--- config.mk ---
export PLATFORM = sky130hd
export DESIGN_NAME = clock_divider_best_fit_search_top
export DESIGN_NICKNAME = d
export VERILOG_FILES = /design/src/design/cdbfs_pkg.sv /design/src/design/cdbfs_div.sv /design/src/design/cdbfs_dp.sv /design/src/design/cdbfs_ctrl.sv /design/src/design/clock_divider_best_fit_search_top.sv
export SDC_FILE = /design/constraint.sdc
export NUM_CORES = 1
export LEC_CHECK = 0
export BUFFER_PORTS_ARGS = -buffer_cell sky130_fd_sc_hd__buf_2
export CAP_MARGIN = 20
export CELL_PAD_IN_SITES_DETAIL_PLACEMENT = 0
export CELL_PAD_IN_SITES_GLOBAL_PLACEMENT = 1
export CORE_UTILIZATION = 45
export DETAILED_ROUTE_END_ITERATION = 10
export HOLD_SLACK_MARGIN = 0.08
export PLACE_DENSITY_LB_ADDON = 0.1
export RECOVER_POWER = 25
export SLEW_MARGIN = 25
export SYNTH_ARGS = -nofsm -noshare
export SYNTH_HDL_FRONTEND = slang
export SYNTH_SLANG_ARGS = --single-unit
--- constraint.sdc ---
create_clock -name clk -period 8 [get_ports clk]
set_clock_uncertainty 0.1 [all_clocks]
set_input_delay 1.6 -clock clk [delete_from_list [all_inputs] [get_ports clk]]
set_output_delay 1.6 -clock clk [all_outputs]
set_load 0.02 [all_outputs]
--- src/design/cdbfs_pkg.sv ---
`default_nettype none
// ----------------------------------------------------------------------------
// Clock divider search package
// Widths, defaults and the command/status types shared by the search blocks.
// ----------------------------------------------------------------------------
package cdbfs_pkg;

	localparam int SRC_W        = 29;
	localparam int TARGET_W     = 29;
	localparam int FREQ_W       = 28;
	localparam int ERR_W        = 29;
	localparam int PSC_CODE_W   = 8;
	localparam int DIV_IDX_W    = 4;
	localparam int PSC_IDX_W    = 3;
	localparam int REM_W        = 4;
	localparam int DIV_STEP_W   = 5;
	localparam int QSLOTS       = 16;

	localparam int DEF_MAX_DIVISOR   = 16;
	localparam int DEF_MAX_PRESCALER = 256;

	localparam logic [SRC_W-1:0] SRC_RESET = SRC_W'(120000000);

	typedef struct packed {
		logic                 accept;
		logic                 div_start;
		logic [DIV_IDX_W-1:0] div_idx;
		logic                 step;
		logic [PSC_IDX_W-1:0] psc_idx;
		logic [DIV_IDX_W-1:0] dv_idx;
		logic                 load_out;
	} cdbfs_cmd_t;

	typedef struct packed {
		logic div_done;
		logic out_free;
	} cdbfs_stat_t;

endpackage
`default_nettype wire

--- src/design/cdbfs_div.sv ---
`default_nettype none
// ----------------------------------------------------------------------------
// Base clock divider
// Restoring divider, one quotient bit per cycle: source clock / (1..16).
// ----------------------------------------------------------------------------
module cdbfs_div import cdbfs_pkg::*; (
	input  wire logic                 clk,
	input  wire logic                 arst_n,
	input  wire logic                 start,
	input  wire logic [SRC_W-1:0]     dividend,
	input  wire logic [DIV_IDX_W-1:0] divisor_idx,
	output logic                      done,
	output logic [SRC_W-1:0]          quotient
);

	logic                  busy_q;
	logic [DIV_STEP_W-1:0] cnt_q;
	logic [SRC_W-1:0]      dvd_q;
	logic [REM_W-1:0]      rem_q;
	logic [REM_W:0]        dvs_q;
	logic [REM_W:0]        trial;
	logic                  qbit;

	assign trial    = {rem_q, dvd_q[SRC_W-1]};
	assign qbit     = (trial >= dvs_q);
	assign done     = busy_q && (cnt_q == '0);
	assign quotient = {dvd_q[SRC_W-2:0], qbit};

	always_ff @(posedge clk or negedge arst_n) begin
		if (!arst_n) begin
			busy_q <= 1'b0;
			cnt_q  <= '0;
		end else if (start) begin
			busy_q <= 1'b1;
			cnt_q  <= DIV_STEP_W'(SRC_W - 1);
		end else if (busy_q) begin
			if (cnt_q == '0)
				busy_q <= 1'b0;
			else
				cnt_q <= cnt_q - 1'b1;
		end
	end

	always_ff @(posedge clk) begin
		if (start) begin
			dvd_q <= dividend;
			rem_q <= '0;
			dvs_q <= {1'b0, divisor_idx} + 1'b1;
		end else if (busy_q) begin
			dvd_q <= {dvd_q[SRC_W-2:0], qbit};
			rem_q <= qbit ? REM_W'(trial - dvs_q) : trial[REM_W-1:0];
		end
	end

endmodule
`default_nettype wire

--- src/design/cdbfs_dp.sv ---
`default_nettype none
// ----------------------------------------------------------------------------
// Search datapath
// Source clock register, quotient store, candidate compare and result register.
// ----------------------------------------------------------------------------
module cdbfs_dp import cdbfs_pkg::*; (
	input  wire logic                  clk,
	input  wire logic                  arst_n,
	input  wire logic                  cfg_wr_en,
	input  wire logic [SRC_W-1:0]      cfg_wr_data,
	input  wire logic [TARGET_W-1:0]   target_frequency,
	input  wire logic                  result_stall,
	input  wire cdbfs_cmd_t            cmd,
	output cdbfs_stat_t                stat,
	output logic                       result_valid,
	output logic [PSC_CODE_W-1:0]      prescaler_code,
	output logic [DIV_IDX_W-1:0]       divisor_code,
	output logic [FREQ_W-1:0]          achieved_frequency,
	output logic [ERR_W-1:0]           frequency_error
);

	logic [SRC_W-1:0]     src_q;
	logic [TARGET_W-1:0]  target_q;
	logic [DIV_IDX_W-1:0] wr_idx_q;
	logic [SRC_W-1:0]     qstore_q [QSLOTS];

	logic                 div_done;
	logic [SRC_W-1:0]     quotient;

	logic [FREQ_W-1:0]    best_freq_q;
	logic [ERR_W-1:0]     best_err_q;
	logic [PSC_IDX_W-1:0] best_psc_q;
	logic [DIV_IDX_W-1:0] best_div_q;
	logic                 res_valid_q;

	logic [SRC_W-1:0]     q_rd;
	logic [SRC_W-1:0]     q_shift;
	logic [FREQ_W-1:0]    freq;
	logic [ERR_W-1:0]     freq_ext;
	logic [ERR_W-1:0]     err;
	logic                 take;

	cdbfs_div u_div (
		.clk         (clk),
		.arst_n      (arst_n),
		.start       (cmd.div_start),
		.dividend    (src_q),
		.divisor_idx (cmd.div_idx),
		.done        (div_done),
		.quotient    (quotient)
	);

	assign stat.div_done = div_done;
	assign stat.out_free = !res_valid_q || !result_stall;

	always_ff @(posedge clk or negedge arst_n) begin
		if (!arst_n)
			src_q <= SRC_RESET;
		else if (cfg_wr_en)
			src_q <= cfg_wr_data;
	end

	always_ff @(posedge clk) begin
		if (cmd.accept)
			target_q <= target_frequency;
		if (cmd.div_start)
			wr_idx_q <= cmd.div_idx;
		if (div_done)
			qstore_q[wr_idx_q] <= quotient;
	end

	// prescaler 2^(k+1): shift the per-divisor quotient right by k+1
	assign q_rd     = qstore_q[cmd.dv_idx];
	assign q_shift  = (q_rd >> 1) >> cmd.psc_idx;
	assign freq     = q_shift[FREQ_W-1:0];
	assign freq_ext = {1'b0, freq};
	assign err      = (target_q > freq_ext) ? (target_q - freq_ext) : (freq_ext - target_q);
	assign take     = (best_freq_q == '0) || (best_err_q > err);

	always_ff @(posedge clk) begin
		if (cmd.accept) begin
			best_freq_q <= '0;
			best_err_q  <= '0;
			best_psc_q  <= '0;
			best_div_q  <= '0;
		end else if (cmd.step && take) begin
			best_freq_q <= freq;
			best_err_q  <= err;
			best_psc_q  <= cmd.psc_idx;
			best_div_q  <= cmd.dv_idx;
		end
	end

	always_ff @(posedge clk or negedge arst_n) begin
		if (!arst_n)
			res_valid_q <= 1'b0;
		else if (cmd.load_out)
			res_valid_q <= 1'b1;
		else if (!result_stall)
			res_valid_q <= 1'b0;
	end

	always_ff @(posedge clk) begin
		if (cmd.load_out) begin
			prescaler_code     <= PSC_CODE_W'(1) << best_psc_q;
			divisor_code       <= best_div_q;
			achieved_frequency <= best_freq_q;
			frequency_error    <= best_err_q;
		end
	end

	assign result_valid = res_valid_q;

endmodule
`default_nettype wire

--- src/design/cdbfs_ctrl.sv ---
`default_nettype none
// ----------------------------------------------------------------------------
// Search controller
// Sequences the divisions, the candidate sweep and the result hand-off.
// ----------------------------------------------------------------------------
module cdbfs_ctrl import cdbfs_pkg::*; #(
	parameter int MAX_DIVISOR   = DEF_MAX_DIVISOR,
	parameter int MAX_PRESCALER = DEF_MAX_PRESCALER
) (
	input  wire logic        clk,
	input  wire logic        arst_n,
	input  wire logic        target_valid,
	output logic             target_stall,
	input  wire cdbfs_stat_t stat,
	output cdbfs_cmd_t       cmd
);

	localparam int NUM_PSC = $clog2(MAX_PRESCALER + 1) - 1;
	localparam logic [DIV_IDX_W-1:0] DIV_LAST = DIV_IDX_W'(MAX_DIVISOR - 1);
	localparam logic [PSC_IDX_W-1:0] PSC_LAST = PSC_IDX_W'(NUM_PSC - 1);

	localparam logic [1:0] ST_IDLE   = 2'd0;
	localparam logic [1:0] ST_DIVIDE = 2'd1;
	localparam logic [1:0] ST_SEARCH = 2'd2;
	localparam logic [1:0] ST_FINISH = 2'd3;

	logic [1:0]           state_q;
	logic [DIV_IDX_W-1:0] div_cnt_q;
	logic [PSC_IDX_W-1:0] psc_cnt_q;
	logic [DIV_IDX_W-1:0] dv_cnt_q;
	logic                 accept;
	logic                 div_last;

	assign target_stall = (state_q != ST_IDLE);
	assign accept       = (state_q == ST_IDLE) && target_valid;
	assign div_last     = (div_cnt_q == DIV_LAST);

	always_comb begin
		cmd           = '0;
		cmd.accept    = accept;
		cmd.div_start = accept || ((state_q == ST_DIVIDE) && stat.div_done && !div_last);
		cmd.div_idx   = accept ? '0 : div_cnt_q + 1'b1;
		cmd.step      = (state_q == ST_SEARCH);
		cmd.psc_idx   = psc_cnt_q;
		cmd.dv_idx    = dv_cnt_q;
		cmd.load_out  = (state_q == ST_FINISH) && stat.out_free;
	end

	always_ff @(posedge clk or negedge arst_n) begin
		if (!arst_n) begin
			state_q   <= ST_IDLE;
			div_cnt_q <= '0;
			psc_cnt_q <= '0;
			dv_cnt_q  <= '0;
		end else begin
			case (state_q)
				ST_IDLE: begin
					if (accept) begin
						state_q   <= ST_DIVIDE;
						div_cnt_q <= '0;
					end
				end
				ST_DIVIDE: begin
					if (stat.div_done) begin
						if (div_last) begin
							state_q   <= ST_SEARCH;
							psc_cnt_q <= '0;
							dv_cnt_q  <= '0;
						end else begin
							div_cnt_q <= div_cnt_q + 1'b1;
						end
					end
				end
				ST_SEARCH: begin
					if (dv_cnt_q == DIV_LAST) begin
						dv_cnt_q <= '0;
						if (psc_cnt_q == PSC_LAST)
							state_q <= ST_FINISH;
						else
							psc_cnt_q <= psc_cnt_q + 1'b1;
					end else begin
						dv_cnt_q <= dv_cnt_q + 1'b1;
					end
				end
				ST_FINISH: begin
					if (stat.out_free)
						state_q <= ST_IDLE;
				end
				default: begin
					state_q <= ST_IDLE;
				end
			endcase
		end
	end

endmodule
`default_nettype wire

--- src/design/clock_divider_best_fit_search_top.sv ---
`default_nettype none
// ----------------------------------------------------------------------------
// Clock divider best-fit search
// Picks the prescaler/divisor pair giving the card clock closest to a target.
// ----------------------------------------------------------------------------
// One item is searched at a time; target_stall is high from acceptance until
// the result is placed in the output register. The shared one-bit-per-cycle
// divider forms source/d for every divisor d, then one candidate per cycle is
// compared (log2(MAX_PRESCALER) * MAX_DIVISOR candidates), then the best fit
// is loaded into the result register once that register is free, and the
// block returns to idle to take the next item. The result register lets the
// next item in while the previous result still waits. source_clock_hz is
// written through cfg_wr_en and cfg_wr_data; the user must write it only
// while the block is idle, as the block does not enforce this. It resets
// to 120 MHz.
module clock_divider_best_fit_search_top import cdbfs_pkg::*; #(
	parameter int MAX_DIVISOR   = DEF_MAX_DIVISOR,
	parameter int MAX_PRESCALER = DEF_MAX_PRESCALER
) (
	input  wire logic                  clk,
	input  wire logic                  arst_n,
	input  wire logic                  cfg_wr_en,
	input  wire logic [SRC_W-1:0]      cfg_wr_data,
	input  wire logic                  target_valid,
	output logic                       target_stall,
	input  wire logic [TARGET_W-1:0]   target_frequency,
	output logic                       result_valid,
	input  wire logic                  result_stall,
	output logic [PSC_CODE_W-1:0]      prescaler_code,
	output logic [DIV_IDX_W-1:0]       divisor_code,
	output logic [FREQ_W-1:0]          achieved_frequency,
	output logic [ERR_W-1:0]           frequency_error
);

	cdbfs_cmd_t  cmd;
	cdbfs_stat_t stat;

	cdbfs_ctrl #(
		.MAX_DIVISOR   (MAX_DIVISOR),
		.MAX_PRESCALER (MAX_PRESCALER)
	) u_ctrl (
		.clk          (clk),
		.arst_n       (arst_n),
		.target_valid (target_valid),
		.target_stall (target_stall),
		.stat         (stat),
		.cmd          (cmd)
	);

	cdbfs_dp u_dp (
		.clk                (clk),
		.arst_n             (arst_n),
		.cfg_wr_en          (cfg_wr_en),
		.cfg_wr_data        (cfg_wr_data),
		.target_frequency   (target_frequency),
		.result_stall       (result_stall),
		.cmd                (cmd),
		.stat               (stat),
		.result_valid       (result_valid),
		.prescaler_code     (prescaler_code),
		.divisor_code       (divisor_code),
		.achieved_frequency (achieved_frequency),
		.frequency_error    (frequency_error)
	);

endmodule
`default_nettype wire

==> results.yml <==
clocking:
  clk_latency_ps: 640
  cts_buffers: 75
  tritoncts: "built"
  cts_buffer_depth: 3
  htree_levels: 3
  clock-sinks: 701
  clk_pin_slew_worst_paths_ps: 60
  cts_root_buf: "clkbuf_16"
timing:
  slew_violations: 0
  fin_crit_sh_pct: 94.47
  layout_setup_ws_ps: 442.8
  hold_viol: 0
  finalSetupTns_ps: 0
  maxSlewHeadroom_pct: 38.46
  fin_crit_ps: 7557
  fmaxAchievable_mhz: 132.3
  worst_pin_slew_ps: 923.1
  setup-violations-final: 0
  rsz0062_at_grt: "false"
synthesis:
  synth-seq-cells: 701
  synth_enable_flop_cells: 584
  synth_flop_cell: "edfxtp_1"
  ys_seq_area_share_pct: 64.13
  synthCells: 2137
  syn-num-nets: 2305
  netlist_top_cells_count: "584 x edfxtp_1, 153 x mux2i_1, 128 x a21oi_1"
  syn_area_per_cell_sq_um: 14.69
  synth.cell_area_sq_um: 31400
  synth_cell_types: 86
  synth_top_area_share_pct: 55.85
  synth.most_common_cell: "edfxtp_1"
  async_flop_share_pct: 6.990
  synth_area_leaders: "edfxtp_1 56%, mux4_2 4.9%, mux2i_1 4.9%"
  yosys.area.top_type: "edfxtp_1"
  yosys_warnings: 0
place:
  gp_congestion: 0.9009
  dpl.hpwl_microns: 58100
  dp_slack_ps: 109.3
  portBuffers: 133
drt:
  routed_via_density: 5.674
  drc: 0
  postRouteAntennaNets: 0
  drt_iter0_drc: 1715
  vias: 19370
  wl_per_cell_microns: 25.13
  wirelength_microns: 85770
  drtPass1Iterations: 5
finish:
  fillers: 5706
  area_growth_pct: 17.79
  nets: 2588
  drive_gt1_share_pct: 25.84
floorplan:
  io_pins: 134
  die_h_microns: 266.1
  die_w_microns: 266.1
  core_area_sq_um: 68830
  die-area_sq_um: 70830
  initial_utilization_pct: 45.62
  std_cell_rows: 96
global_route:
  gr-total-overflow: 0
  grt_use_met1_pct: 35.11
  grt_pass1_vias: 19320
  busiest_layer: "met2"
  grt_pass1_wl_microns: 126400
  grt_usage_pct: 24.54
  antenna_found_initial: 4
  grtUsageMet3_pct: 3.660
  grt_max_degree: 69
  gr-usage-met2_pct: 38.73
hold_path:
  hold_path_class: "reg2reg"
setup_path:
  path_max_fanout: 25
  critPathKind: "reg2reg"
  startpoint_type: "register"
  cpPeakStageDelay_ps: 540
  path_common_cell: "buf_4"
  crit_path_end_kind: "register"
  arrival_ps: 7950
  required_ps: 8400
  crit_slowest_cell: "mux4_2"
pwr:
  p_total_uw: 7585
  ir_drop_mv: 0.1352
  p_leak_uw: 0.01431
  power_density_nw_per_um2: 205.1
outcome:
  outcome: "complete, no violations"
job:
  maxCapViolCount: 0
==> metrics by stage <==
step / utilization (%) / hold slack, ps / area (sq um) / instances
floorplan: - / 307.6 / 31400 / 2137
global placement: 49.79 / 326.5 / 34270 / 3271
detailed placement: 49.79 / 326.8 / 34270 / 3271
CTS: 53.54 / 341.8 / 36850 / 3409
global route: 53.73 / 353.3 / 36980 / 3412
finish: 53.73 / 334.6 / 36980 / 3413
==> layer usage <==
metal  routed length (microns)  vias to the layer above
met5                         0                        -
met4                      2101                        0
met3                      5155                      119
met2                     39650                      599
met1                     38870                     9815
li1                          -                     8834
==> worst paths after layout <==
path / from / endpoint / slack [ps] / depth (start not counted)
max in group asynchronous: arst_n / u_ctrl.dv_cnt_q[0] / 6320 / 2
min in group asynchronous: arst_n / u_ctrl.div_cnt_q[0] / 980 / 2
min reg2reg: u_dp.best_div_q[1] / u_dp.divisor_code[1] / 330 / 0
max: u_ctrl.dv_cnt_q[0] / u_dp.best_freq_q[2] / 440 / 29
min: u_dp.best_div_q[1] / u_dp.divisor_code[1] / 330 / 0
max reg2reg: u_ctrl.dv_cnt_q[0] / u_dp.best_freq_q[2] / 440 / 29
==> cells in the final DEF (no fill, tap or decap), types with 13 or more instances in the layout <==
cell	synthesis	routed
o21ai_0	123	122
ha_1	102	102
nand2b_1	15	15
a221oi_1	38	35
buf_4	8	167
buf_12	5	15
buf_2	26	133
a22oi_1	16	16
mux2i_1	153	151
nor3_1	33	29
a21oi_1	128	127
o21ai_1	12	13
edfxtp_1	584	584
mux2_2	64	64
clkbuf_16	0	76
a21o_1	25	25
dfxtp_1	68	68
nor2_4	1	14
dfrtp_1	39	37
nand4_1	17	17
xor2_1	16	15
a211oi_1	20	17
mux4_2	69	69
nand3_1	24	24
inv_1	93	92
nand2_1	106	106
xnor2_1	17	17
clkbuf_1	53	28
nor2_1	87	74
==> flip-flops by register name, indices dropped and copies added, names as in the netlist, 4 cells and up <==
name / flops
u_dp.qstore_q: 448
u_dp.best_err_q: 29
u_dp.frequency_error: 29
u_dp.src_q: 29
u_dp.target_q: 29
u_dp.u_div.dvd_q: 29
u_dp.achieved_frequency: 28
u_dp.best_freq_q: 28
u_dp.prescaler_code: 8
u_dp.u_div.cnt_q: 5
u_dp.u_div.dvs_q: 5
u_ctrl.div_cnt_q: 4
u_ctrl.dv_cnt_q: 4
u_dp.best_div_q: 4
u_dp.divisor_code: 4
u_dp.u_div.rem_q: 4
u_dp.wr_idx_q: 4
==> power breakdown <==
group	internal, uW	switching, uW	leakage, uW	total, uW
Combinational	24.6	15.8	0.00553	40.4
Clock	2140	1470	0.00123	3610
Sequential	3920	8.07	0.00756	3930
==> worst max-delay path, delay by kind of cell (launching register included) <==
family | cells | cell delay, ps
simple gates | 6 | 930
mux | 3 | 1340
xor+xnor | 1 | 190
fa+ha+maj | 2 | 560
buf+inv | 7 | 1340
compound gates | 10 | 2440
flops | 1 | 490
==> cells by family (layout without fill, tap and decap cells) <==
family | count (synthesis) | in the layout | synth area share (%)
mux | 294 | 294 | 12.72
flops | 701 | 701 | 64.13
compound gates | 455 | 455 | 9.417
other cells | 0 | 1 | 0
buf+inv | 211 | 555 | 3.363
simple gates | 338 | 338 | 5.189
xor+xnor | 33 | 33 | 0.9205
fa+ha+maj | 105 | 105 | 4.256
==> repair_timing <==
item	in CTS	in global routing
hold buffers	0	0
setup buffers	0	2
gates resized for setup	0	19
hold endpoints to repair	0	0
setup endpoints to repair	0	64
==> final cells by class <==
type / instances / area (sq um) / area share, %
antenna: 1 / 2.502 / 0.006767
clock buffer: 105 / 2009 / 5.434
clock inverter: 33 / 570.5 / 1.543
inverter: 97 / 364.1 / 0.9845
multi-input combinational: 1225 / 10420 / 28.18
sequential: 701 / 20140 / 54.46
tap: 931 / 1165 / 3.150
timing repair buffer: 320 / 2306 / 6.235
Note: power is estimated with default switching activity, not from simulation.
